--- src/sv/dda_pkg.sv ---
// Shared command and status types for the DDA line rasterizer.
`default_nettype none
package dda_pkg;

	// Commands from the controller to the datapath
	typedef struct packed {
		logic load;     // capture the endpoints of a new line
		logic setup;    // form deltas, step count and initial remainders
		logic advance;  // step to the next pixel
	} dda_cmd_t;

	// Status from the datapath to the controller
	typedef struct packed {
		logic last;     // current pixel is the final one of the line
	} dda_sts_t;

endpackage
`default_nettype wire

--- src/sv/dda_ctrl.sv ---
// Controller state machine of the DDA line rasterizer.
`default_nettype none
module dda_ctrl
	import dda_pkg::*;
(
	input  wire logic     clk,
	input  wire logic     arst_n,
	input  wire logic     s_tvalid,
	output logic          s_tready,
	output logic          m_tvalid,
	input  wire logic     m_tready,
	output dda_cmd_t      cmd,
	input  wire dda_sts_t sts
);

	typedef enum logic [1:0] {
		ST_IDLE,
		ST_SETUP,
		ST_EMIT
	} state_t;

	state_t state_q;
	logic   in_ready_q;
	logic   out_valid_q;

	assign s_tready = in_ready_q;
	assign m_tvalid = out_valid_q;

	always_comb begin
		cmd.load    = (state_q == ST_IDLE) && s_tvalid;
		cmd.setup   = (state_q == ST_SETUP);
		cmd.advance = (state_q == ST_EMIT) && m_tready && !sts.last;
	end

	always_ff @(posedge clk or negedge arst_n) begin
		if (!arst_n) begin
			state_q     <= ST_IDLE;
			in_ready_q  <= 1'b1;
			out_valid_q <= 1'b0;
		end else begin
			case (state_q)
				ST_IDLE: begin
					if (s_tvalid) begin
						state_q    <= ST_SETUP;
						in_ready_q <= 1'b0;
					end
				end
				ST_SETUP: begin
					state_q     <= ST_EMIT;
					out_valid_q <= 1'b1;
				end
				ST_EMIT: begin
					// drop valid after the final pixel transfer
					if (m_tready && sts.last) begin
						state_q     <= ST_IDLE;
						out_valid_q <= 1'b0;
						in_ready_q  <= 1'b1;
					end
				end
				default: begin
					state_q     <= ST_IDLE;
					in_ready_q  <= 1'b1;
					out_valid_q <= 1'b0;
				end
			endcase
		end
	end

endmodule
`default_nettype wire

--- src/sv/dda_datapath.sv ---
// Datapath of the DDA line rasterizer: endpoint capture, setup and stepping.
`default_nettype none
module dda_datapath
	import dda_pkg::*;
#(
	parameter int COORD_BITS = 6
) (
	input  wire logic                  clk,
	input  wire logic                  arst_n,
	input  wire dda_cmd_t              cmd,
	output dda_sts_t                   sts,
	input  wire logic [COORD_BITS-1:0] start_x,
	input  wire logic [COORD_BITS-1:0] start_y,
	input  wire logic [COORD_BITS-1:0] end_x,
	input  wire logic [COORD_BITS-1:0] end_y,
	output logic      [COORD_BITS-1:0] pixel_x,
	output logic      [COORD_BITS-1:0] pixel_y
);

	localparam int C  = COORD_BITS;
	localparam int SW = C + 3;

	logic        [C-1:0] sx_q, sy_q, ex_q, ey_q;
	logic        [C-1:0] px_q, py_q;
	logic signed [C+1:0] dx2_q, dy2_q;   // twice the signed deltas
	logic        [C:0]   den_q;          // twice the step count
	logic        [C:0]   rx_q, ry_q;     // remainders, 0 <= r < den when den > 0
	logic        [C-1:0] steps_q;
	logic        [C-1:0] cnt_q;

	// setup arithmetic
	logic signed [C:0]   dx, dy;
	logic        [C:0]   ax_w, ay_w;
	logic        [C-1:0] ax, ay, steps;

	always_comb begin
		dx    = $signed({1'b0, ex_q}) - $signed({1'b0, sx_q});
		dy    = $signed({1'b0, ey_q}) - $signed({1'b0, sy_q});
		ax_w  = dx[C] ? (C+1)'(-dx) : dx;
		ay_w  = dy[C] ? (C+1)'(-dy) : dy;
		ax    = ax_w[C-1:0];
		ay    = ay_w[C-1:0];
		steps = (ax > ay) ? ax : ay;
	end

	// step arithmetic: add 2d to the remainder, correct by one den at most
	logic signed [SW-1:0] den_ext, sum_x, sum_y;
	logic signed [SW-1:0] sub_x, sub_y, add_x, add_y;
	logic        [C:0]    rx_n, ry_n;
	logic        [C-1:0]  px_n, py_n;

	always_comb begin
		den_ext = $signed({2'b00, den_q});
		sum_x   = $signed({2'b00, rx_q}) + $signed({dx2_q[C+1], dx2_q});
		sum_y   = $signed({2'b00, ry_q}) + $signed({dy2_q[C+1], dy2_q});
		sub_x   = sum_x - den_ext;
		sub_y   = sum_y - den_ext;
		add_x   = sum_x + den_ext;
		add_y   = sum_y + den_ext;
		if (sum_x >= den_ext) begin
			rx_n = sub_x[C:0];
			px_n = px_q + 1'b1;
		end else if (sum_x < 0) begin
			rx_n = add_x[C:0];
			px_n = px_q - 1'b1;
		end else begin
			rx_n = sum_x[C:0];
			px_n = px_q;
		end
		if (sum_y >= den_ext) begin
			ry_n = sub_y[C:0];
			py_n = py_q + 1'b1;
		end else if (sum_y < 0) begin
			ry_n = add_y[C:0];
			py_n = py_q - 1'b1;
		end else begin
			ry_n = sum_y[C:0];
			py_n = py_q;
		end
	end

	always_ff @(posedge clk) begin
		if (cmd.load) begin
			sx_q <= start_x;
			sy_q <= start_y;
			ex_q <= end_x;
			ey_q <= end_y;
		end
		if (cmd.setup) begin
			px_q    <= sx_q;
			py_q    <= sy_q;
			dx2_q   <= {dx, 1'b0};
			dy2_q   <= {dy, 1'b0};
			den_q   <= {steps, 1'b0};
			rx_q    <= {1'b0, steps};
			ry_q    <= {1'b0, steps};
			steps_q <= steps;
		end else if (cmd.advance) begin
			px_q <= px_n;
			py_q <= py_n;
			rx_q <= rx_n;
			ry_q <= ry_n;
		end
	end

	always_ff @(posedge clk or negedge arst_n) begin
		if (!arst_n) begin
			cnt_q <= '0;
		end else if (cmd.setup) begin
			cnt_q <= '0;
		end else if (cmd.advance) begin
			cnt_q <= cnt_q + 1'b1;
		end
	end

	assign sts.last = (cnt_q == steps_q);
	assign pixel_x  = px_q;
	assign pixel_y  = py_q;

endmodule
`default_nettype wire

--- src/sv/dda_line_rasterizer_unit.sv ---
// Top level of the DDA line rasterizer: stream ports, controller and datapath.
// Sequence: a line is taken, set up in the next cycle, and its first
//   pixel is offered on the cycle after that.
// Throughput: one pixel per cycle while the sink is ready; a line of
//   max(|dx|,|dy|) steps yields steps + 1 pixels.
// Reset (arst_n low, asynchronous): the controller returns to idle, ready high.
`default_nettype none
module dda_line_rasterizer_unit
	import dda_pkg::*;
#(
	parameter int COORD_BITS = 6
) (
	input  wire logic                                clk,
	input  wire logic                                arst_n,
	// slave side: one line command per transfer
	input  wire logic                                s_tvalid,
	output logic                                     s_tready,
	// s_tdata fields from bit 0 up: start_x, start_y, end_x, end_y, zero pad
	input  wire logic [((4*COORD_BITS+7)/8)*8-1:0]   s_tdata,
	// master side: one pixel per transfer
	output logic                                     m_tvalid,
	input  wire logic                                m_tready,
	// m_tdata fields from bit 0 up: pixel_x, pixel_y, zero pad
	output logic      [((2*COORD_BITS+7)/8)*8-1:0]   m_tdata,
	// m_tlast: last_pixel, high on the final pixel of the line
	output logic                                     m_tlast
);

	localparam int C     = COORD_BITS;
	localparam int OUT_W = ((2*COORD_BITS+7)/8)*8;

	dda_cmd_t      cmd;
	dda_sts_t      sts;
	logic [C-1:0]  pixel_x, pixel_y;

	// The controller sequences idle, setup and emit; it accepts a new line
	// only once every pixel of the previous line has been transferred.
	dda_ctrl u_ctrl (
		.clk      (clk),
		.arst_n   (arst_n),
		.s_tvalid (s_tvalid),
		.s_tready (s_tready),
		.m_tvalid (m_tvalid),
		.m_tready (m_tready),
		.cmd      (cmd),
		.sts      (sts)
	);

	// The datapath keeps the current pixel in registers, which serve as the
	// output register; each step adds twice the delta to a remainder and
	// moves the coordinate by at most one.
	dda_datapath #(
		.COORD_BITS (COORD_BITS)
	) u_dp (
		.clk     (clk),
		.arst_n  (arst_n),
		.cmd     (cmd),
		.sts     (sts),
		.start_x (s_tdata[C-1:0]),
		.start_y (s_tdata[2*C-1:C]),
		.end_x   (s_tdata[3*C-1:2*C]),
		.end_y   (s_tdata[4*C-1:3*C]),
		.pixel_x (pixel_x),
		.pixel_y (pixel_y)
	);

	// pack the pixel, zero pad to whole bytes
	assign m_tdata = OUT_W'({pixel_y, pixel_x});
	assign m_tlast = sts.last;

endmodule
`default_nettype wire

--- config.mk ---
export PLATFORM = sky130hd
export DESIGN_NAME = dda_line_rasterizer_unit
export DESIGN_NICKNAME = d
export VERILOG_FILES = /design/src/sv/dda_pkg.sv /design/src/sv/dda_ctrl.sv /design/src/sv/dda_datapath.sv /design/src/sv/dda_line_rasterizer_unit.sv
export SDC_FILE = /design/constraint.sdc
export NUM_CORES = 1
export LEC_CHECK = 0
export BUFFER_PORTS_ARGS = -buffer_cell sky130_fd_sc_hd__clkbuf_2
export CAP_MARGIN = 15
export CORE_ASPECT_RATIO = 1.75
export CORE_MARGIN = 5
export CORE_UTILIZATION = 55
export CTS_BUF_LIST = sky130_fd_sc_hd__clkbuf_8
export DETAILED_ROUTE_END_ITERATION = 7
export PLACE_DENSITY = 0.74
export SYNTH_ARGS = -nofsm -noshare
export SYNTH_HDL_FRONTEND = slang
export SYNTH_HIERARCHICAL = 1
export SYNTH_SLANG_ARGS = --single-unit
--- constraint.sdc ---
create_clock -name clk -period 6.11 [get_ports clk]
set_clock_uncertainty 0.15 [all_clocks]
set_input_delay 0.3055 -clock clk [delete_from_list [all_inputs] [get_ports clk]]
set_output_delay 0.3055 -clock clk [all_outputs]
set_load 0.05 [all_outputs]
* Word-level counts from Yosys, hierarchy flattened
Cells that the tools add are included.
** Operators by class
- Reduce and logical (&&, ||, !) cells :: 14
- Order comparisons :: 5
- Mux-type cells :: 29
- Add/subtract/negate cells :: 15
- Bitwise logic cells :: 2
- Equal/unequal tests :: 5
** Operators with widths (number)
- 6-bit two-way mux :: 17
- 7-bit two-way mux :: 4
- 6-bit by 1-bit adder with 6-bit output, second input constant :: 3
- 8-bit by 8-bit adder with 9-bit output :: 2
- 9-bit by 8-bit greater-or-equal comparator with 1-bit output :: 2
- 9-bit by 1-bit less-than comparator with 1-bit output, second input constant :: 2
- 7-bit adder :: 2
- 6-bit by 6-bit subtractor with 7-bit output :: 2
- 7-bit subtractor :: 2
- 6-bit negation :: 2
- 6-bit by 1-bit subtractor with 6-bit output, second input constant :: 2
- 2-bit AND reduction :: 4
- 6-bit == test :: 1
- 6-bit greater-than comparator :: 1
- 1-bit case mux with 3 select lines :: 2
- 2-bit case mux with 3 select lines :: 1
- 3-bit nonzero test :: 2
- 1-bit logical AND :: 4
- 2-bit two-way mux :: 2
- 2-bit inequality test, second input constant :: 2
- 1-bit two-way mux :: 3
- 3-bit AND reduction :: 1
- 2-bit by 1-bit == test with 1-bit output, second input constant :: 1
- 2-bit == test, second input constant :: 1
- 4 further kinds :: 5
** Word-level totals
- Output and inout bits :: 19
- Logic and storage cells :: 87
- Bits of input ports :: 28
- Flip-flop bits (word level) :: 80

* Longest topological paths before layout
Gate-level depths: netlist (run 1).
- Depth in word-level cells :: 6
- Mapped depth :: 21
- Depth with buffers taken out :: 20

* Cells and area by module
Netlist (run 1), hierarchy kept.
** By module, submodules not included
- dda_datapath :: area an instance 5614.1 µm², times used 1, seq. area each 2202.1 µm², cells an instance 550
- dda_ctrl :: area an instance 193.9 µm², times used 1, seq. area each 101.3 µm², cells an instance 17
- dda_line_rasterizer_unit :: area an instance 33.8 µm², times used 1, seq. area each 0.0 µm², cells an instance 5

* Worst setup path after synthesis (run 1)
No wires, ideal clock.
- Path type :: flip-flop to flip-flop
- Start point :: register u_dp.dx2_q[1]
- End point :: register u_dp.px_q[5] (netlist: u_dp/pixel_x[5]) (data pin)
- Stages on the path, launching flop included :: 20
- Path buffers :: 0
- Arrival time :: 3914 ps
- Clock period less this slack :: 4331 ps
- Library setup time :: 267 ps
- Slack :: 1779 ps
- Path through :: edfxtp_1 -> ha_1 -> fa_1 -> a21o_1 -> a21oi_1 -> xnor2_1 -> ha_1 -> inv_1 -> a221o_1 -> a21oi_1 -> o21ai_1 -> a21boi_4 -> ha_1 -> a21oi_1 -> nor2_1 -> a211o_1 -> a21oi_1 -> xnor2_1 -> xnor2_1 -> o21ai_0
** Between the ends
- Word-level cells in the longest chain between the ends :: 5
** RTL lines
- start, declared :: line dda_datapath.sv:25 : logic signed [C+1:0] dx2_q, dy2_q;
- start signal, assigned :: line dda_datapath.sv:92 : dx2_q <= {dx, 1'b0};
- 8-bit by 8-bit adder with 9-bit output :: line dda_datapath.sv:54 : sum_x = $signed({2'b00, rx_q}) + $signed({dx2_q[C+1], dx2_q});
- 9-bit by 8-bit greater-or-equal comparator with 1-bit output :: line dda_datapath.sv:60 : if (sum_x >= den_ext) begin
- 6-bit two-way mux :: line dda_datapath.sv:60
- 6-bit two-way mux :: line dda_datapath.sv:98 : end else if (cmd.advance) begin
- 6-bit two-way mux :: line dda_datapath.sv:89 : if (cmd.setup) begin
- end signal, assigned :: line dda_datapath.sv:90 : px_q <= sx_q;
- end signal, assigned :: line dda_datapath.sv:99 : px_q <= px_n;
- end, declared :: line dda_datapath.sv:24 : logic [C-1:0] px_q, py_q;
No other way between the ends. The select of a mux whose other input is x is not followed.
A chain may end at the register's enable or synchronous reset.

* Worst setup path in the final report (run 1)
Same ends and word-level chain as after synthesis.

==> flow_summary_export.csv, run 1 <==
group,metric,value,unit
run_status,status,"finished clean",
drt,drtIter0Drc,185,
floorplan,core_area,0.0104,mm2
critical_path,crit_chain,"ha_1 -> fa_1 -> xor2_1 -> ha_1 -> a21o_1 -> a221o_1 -> a21oi_1 -> o21ai_1 -> a21boi_4 -> ha_1 -> a21oi_1 -> nor2_1 -> a211o_1 -> a21oi_1 -> xnor2_1 -> xnor2_1 -> o21ai_0",
sta,worst_pin_slew,1.11,ns
global_routing,antenna_found_initial,0,
clocking,cts_hold_buf,25,
floorplan,die_w,87.9,um
logic_synthesis,yosysWarningCount,6,
layout,num_antenna_cells,0,
critical_path,worstRegToRegCells,17,
drt,drcViolationCount,0,
critical_path,critPathArrivalTime,4.82,ns
floorplan,start_util,0.564,
layout,regArea,0.00230,mm2
logic_synthesis,yosysTopAreaCell,"edfxtp_1",
critical_path,crit_type,"reg2reg",
clocking,post_cts_buffers,0,
drt,vias,4324,
drt,wirelength,12.9,mm
hold_path,hold_depth,3,
sta,finalSetupTns,0,ns
placement,hpwl,9.92,mm
sta,slew_violations,0,
logic_synthesis,syn_inst,572,
critical_path,cp.required,6.06,ns
clocking,cts-resized-gates,0,
logic_synthesis,synth-main-ff-cell,"edfxtp_1",
logic_synthesis,syn_area,0.00584,mm2
global_routing,grt_pass1_wl,21.2,mm
logic_synthesis,synth_edf_count,67,
floorplan,dieArea,0.0129,mm2
hold_path,worstHoldPathType,"in2reg",
sta,fmax,0.205,GHz
critical_path,cp_slowest_stage_delay,0.43,ns
logic_synthesis,yosysSeqAreaShare,0.394,
clocking,clk_latency,0.36,ns
sta,finalCriticalPeriod,4.87,ns
critical_path,cp_max_fo,10,
placement,place.gp.congestion,0.908,
clocking,root_buffer,"clkbuf_8",
layout,nets,741,
logic_synthesis,synth_cell_types,70,
run,cap_violations,0,
global_routing,grt-ovfl-total,0,
sta,holdWs,0.0470,ns
clocking,cts_sinks,79,
clocking,numCtsBuffers,9,
global_routing,grt.total_usage,0.211,
sta,fin_crit_sh,0.797,
layout,layout.cells.most_common_list,"edfxtp_1, inv_1, ha_1, clkbuf_2, a21oi_1",
drt,vias_per_cell,5.60,
floorplan,die_h,146,um
sta,rsz0062_at_grt,"false",
critical_path,cp_slowest_cell,"fa_1",
layout,final_common_cell,"edfxtp_1",
critical_path,cp-start-kind,"flip-flop",
layout,drive_gt1_frac,0.122,
floorplan,rows,49,
placement,io_buffers,42,
layout,nFillCells,806,
drt,dr.pass1.iters,4,
layout,multi_input_area,0.00324,mm2
logic_synthesis,synth-async-reset-ratio,0.127,
logic_synthesis,avgSynthCellArea,10.2,um2
floorplan,io_pins,47,
logic_synthesis,synth_area_leaders,"edfxtp_1, ha_1, xnor2_1",
clocking,clk_pin_slew,0.09,ns
clocking,htreeDepth,3,
global_routing,first_global_vias,4565,
logic_synthesis,synth_top_area_share,0.344,
clocking,cts_max_path_buffers,2,
global_routing,grt_max_degree,57,
drt,wire_per_inst,16.7,um
layout,area_delta_synth_final,14.0,%
clocking,cts_tree,"done",
sta,setup_viol_count_final,0,
sta,finalHoldViolations,0,
logic_synthesis,ys_ff_latch,79,
critical_path,end_kind,"flip-flop",
sta,max_slew_margin,0.261,
drt,ant_nets,0,
==> area by class of cell <==
cell class | instances | area share
repair buffers | 68 | 0.0702
inverters | 67 | 0.0378
well taps | 127 | 0.0239
clock buffers | 9 | 0.0186
flip-flops and latches | 79 | 0.346
multi-input cells | 415 | 0.486
clock inverters | 7 | 0.0178
==> path summary, 6_finish.rpt <==
kind | slack [ns] | from | to
setup reg to reg | 1.24 | u_dp/dx2_q[1] | u_dp/pixel_x[5]
hold reg to reg | 0.34 | u_ctrl/s_tready | u_ctrl/s_tready
hold / removal | 0.05 | s_tvalid | u_ctrl/state_q[0]
max in group asynchronous | 5.35 | arst_n | u_ctrl/s_tready
setup / recovery | 1.24 | u_dp/dx2_q[1] | u_dp/pixel_x[5]
min in group asynchronous | 0.20 | arst_n | u_ctrl/m_tvalid
==> Yosys cell counts, types with 4 or more instances <==
cell type / instances
buf_4: 4
fa_1: 10
o21ai_0: 31
inv_1: 66
xnor2_1: 30
a21o_1: 13
xor2_1: 23
nand4_1: 8
nor2b_1: 9
nand2_1: 38
o211ai_1: 5
clkbuf_1: 8
dfrtp_1: 9
nand3_1: 5
nand2b_1: 8
ha_1: 63
and3_1: 6
a21oi_1: 40
edfxtp_1: 67
mux2i_1: 18
nor2_1: 35
==> sequential cells by signal, indices dropped and copies added, names as in the netlist, 6 cells and up <==
register / cells
u_dp/dx2_q: 7
u_dp/dy2_q: 7
u_dp/rx_q: 7
u_dp/cnt_q: 6
u_dp/ex_q: 6
u_dp/ey_q: 6
u_dp/pixel_x: 6
u_dp/pixel_y: 6
u_dp/ry_q: 6
u_dp/steps_q: 6
u_dp/sx_q: 6
u_dp/sy_q: 6
==> critical path: cells and delay by family (launching register included) <==
family,cells,cell delay [ns]
adder cells (fa/ha/maj),4,1.38
flip-flops,1,0.37
AO/OA/AOI/OAI,9,1.97
XOR/XNOR,3,0.65
AND/OR/NAND/NOR,1,0.09
==> kinds of logic (layout without fill, tap and decap cells) <==
kind of cell | after synthesis | after routing | synth area share
AO/OA/AOI/OAI | 135 | 135 | 0.153
AND/OR/NAND/NOR | 129 | 129 | 0.112
buffers and inverters | 81 | 151 | 0.0548
flip-flops | 79 | 79 | 0.394
adder cells (fa/ha/maj) | 73 | 73 | 0.169
XOR/XNOR | 53 | 53 | 0.0795
multiplexers | 21 | 21 | 0.0366
other | 1 | 4 | 0.000642
==> per-layer routing <==
metal	routed length [um]	global-route usage	vias to the layer above	share of wire
li1	-	-	2164	-
met1	4880	0.224	2024	0.38
met2	6950	0.384	97	0.54
met3	396	0.0355	39	0.031
met4	645	0.111	0	0.050
met5	0	0	-	0
==> per-stage QoR <==
| step | utilization | instances | area, um2 | setup WS (ns) |
|---|---|---|---|---|
| after global routing | 0.643 | 772 | 6660 | 1.03 |
| after CTS | 0.643 | 772 | 6660 | 1.26 |
| final | 0.643 | 772 | 6660 | 1.24 |
| after global placement | 0.595 | 731 | 6170 | 1.37 |
| after detailed placement | 0.595 | 731 | 6170 | 1.23 |
| after floorplan | - | 575 | 5850 | 1.78 |
Power of run 1 is not shown: default switching activity piles up to over one toggle a cycle in this logic, so the estimate is an artifact.
==> run 2: changes to the inputs <==
--- a/config.mk
+++ b/config.mk
@@ -12,7 +12,7 @@
 export CORE_UTILIZATION = 55
 export CTS_BUF_LIST = sky130_fd_sc_hd__clkbuf_8
 export DETAILED_ROUTE_END_ITERATION = 7
-export PLACE_DENSITY = 0.74
+export PLACE_DENSITY = 0.77
 export SYNTH_ARGS = -nofsm -noshare
 export SYNTH_HDL_FRONTEND = slang
 export SYNTH_HIERARCHICAL = 1
==> constraint.sdc (replaced) <==
create_clock -name clk -period 4.18 [get_ports clk]
set_clock_uncertainty 0.15 [all_clocks]
set_input_delay 0.209 -clock clk [delete_from_list [all_inputs] [get_ports clk]]
set_output_delay 0.209 -clock clk [all_outputs]
set_load 0.05 [all_outputs]
==> run 2 against run 1 <==
Register-to-register slack got worse by 1.4 ns. Sequential cell count unchanged. Global-route usage grew 2.7 points. The flow now finishes with violations (setup timing). Wire length up 15%. Worst setup slack worse by 1.4 ns. Critical path depth rose by 3. Critical path type unchanged. Worst hold slack got worse by 0.0087 ns.
==> flow_summary_export.csv, run 2 (same netlist as run 1, synthesis figures left out) <==
group,metric,value,unit
drt,wl_met2,8.19,mm
layout,final_common_cell,"edfxtp_1",
sta,finalHoldViolations,0,
layout,final_cells,828,
critical_path,crit_type,"reg2reg",
floorplan,core_area,0.0104,mm2
clocking,cts_sinks,79,
drt,wirelength,14.8,mm
layout,drive_gt1_frac,0.234,
run,cap_violations,0,
hold_path,worstHoldPathType,"in2reg",
critical_path,end_kind,"flip-flop",
global_routing,first_global_vias,5106,
drt,top_layer_used,"met4",
drt,drtIter0Drc,200,
clocking,root_buffer,"clkbuf_8",
clocking,numCtsBuffers,9,
sta,slew_violations,0,
drt,wire_per_inst,17.8,um
layout,area_delta_synth_final,23.8,%
critical_path,cp-start-kind,"flip-flop",
global_routing,grt_max_degree,39,
critical_path,cp.required,4.12,ns
sta,worst_pin_slew,1.14,ns
sta,worst_slack,-0.140,ns
placement,io_buffers,42,
drt,dr_wl_met3,423,um
layout,multi_input_area,0.00343,mm2
sta,holdWs,0.0383,ns
floorplan,die_w,87.9,um
sta,fin_crit_sh,1.03,
floorplan,start_util,0.564,
layout,nFillCells,744,
sta,setup_viol_count_final,4,
global_routing,grt_pass1_wl,23.7,mm
run_status,status,"finished, violations left",
clocking,htreeDepth,3,
floorplan,rows,49,
clocking,cts_max_path_buffers,2,
sta,rsz0062_at_grt,"true",
critical_path,critPathArrivalTime,4.26,ns
critical_path,cp_slowest_stage_delay,0.43,ns
drt,vias,4716,
global_routing,grt-ovfl-total,0,
sta,finalCriticalPeriod,4.32,ns
placement,hpwl,10.9,mm
drt,met1_length,5.31,mm
floorplan,io_pins,47,
clocking,clk_latency,0.35,ns
critical_path,r2r_setup_slack,-0.14,ns
clocking,cts_tree,"done",
layout,regArea,0.00230,mm2
drt,dr.pass1.iters,5,
floorplan,dieArea,0.0129,mm2
layout,post-route-util,0.698,
critical_path,crit_chain,"ha_1 -> a21o_1 -> a21o_1 -> a211oi_2 -> nor2_1 -> xor2_1 -> ha_1 -> buf_4 -> buf_4 -> a21oi_2 -> o21ai_2 -> a21boi_4 -> ha_4 -> a21oi_4 -> nor2_1 -> a211o_1 -> a21oi_2 -> xnor2_1 -> xnor2_1 -> o21ai_0",
floorplan,die_h,146,um
global_routing,grt.total_usage,0.238,
placement,place.gp.congestion,0.919,
layout,nets,797,
placement,place_inst,765,
drt,drcViolationCount,0,
layout,biggestRegsByFlops,"u_dp/dx2_q (7), u_dp/dy2_q (7), u_dp/rx_q (7)",
drt,vias_per_cell,5.70,
layout,num_antenna_cells,0,
clocking,clk_pin_slew,0.07,ns
critical_path,cp_slowest_cell,"edfxtp_1",
critical_path,cp_max_fo,5,
sta,max_slew_margin,0.238,
layout,layout.cells.most_common_list,"edfxtp_1, inv_1, ha_1, buf_4, clkbuf_2",
run_status,violations,"setup timing",
sta,fmax,0.231,GHz
drt,ant_nets,0,
global_routing,antenna_found_initial,0,
[run 2: cell count changes in the layout (fill, tap and decap cells not counted), sizes merged]
cell / previous run / this run
buf: 1 / 56
bufinv: 3 / 1
clkinv: 2 / 4
dlygate4sd3: 25 / 26
[run 2: path summary, 6_finish.rpt]
check | from | to | cells past startpoint
setup / recovery | u_dp/dx2_q[2] | u_dp/pixel_x[5] | 20
min in group asynchronous | arst_n | u_ctrl/state_q[0] | 2
hold / removal | m_tready | u_ctrl/m_tvalid | 4
max in group asynchronous | arst_n | u_ctrl/s_tready | 2
hold reg to reg | u_dp/rx_q[6] | u_dp/rx_q[6] | 2
setup reg to reg | u_dp/dx2_q[2] | u_dp/pixel_x[5] | 20
[run 2: metrics by stage]
step	setup slack (ns)	area, um2	TNS, ns
after floorplan	0.00289	5900	0
after global placement	-0.0164	6460	-0.0164
after detailed placement	-0.163	6460	-0.398
after CTS	-0.0764	7060	-0.106
after global routing	-0.315	7230	-0.891
final	-0.140	7230	-0.265
[run 2: area by class of cell]
class | instances | area share
inverters | 67 | 0.0355
clock buffers | 9 | 0.0171
clock inverters | 7 | 0.00779
repair buffers | 124 | 0.125
flip-flops and latches | 79 | 0.319
well taps | 127 | 0.0220
multi-input cells | 415 | 0.474
[run 2: metal layers]
metal | global-route usage | up-vias
li1 | - | 2276
met1 | 0.240 | 2277
met2 | 0.438 | 114
met3 | 0.0355 | 49
met4 | 0.149 | 0
met5 | 0 | -
[run 2: worst max-delay path, delay by kind of cell, from the launching register on]
family	cells	cell delay, ns
flip-flops	1	0.43
XOR/XNOR	3	0.43
buffers and inverters	2	0.27
adder cells (fa/ha/maj)	3	0.89
AO/OA/AOI/OAI	10	1.73
AND/OR/NAND/NOR	2	0.17
[run 2: what timing repair did]
action,in CTS,in global routing
pin swaps,20,19
endpoints found under the hold margin,35,0
cloned,0,0
hold buffers,26,0
gates resized for setup,15,19
setup endpoints to repair,7,20
buffers inserted,10,11
Power of run 2 is left out for the same reason.
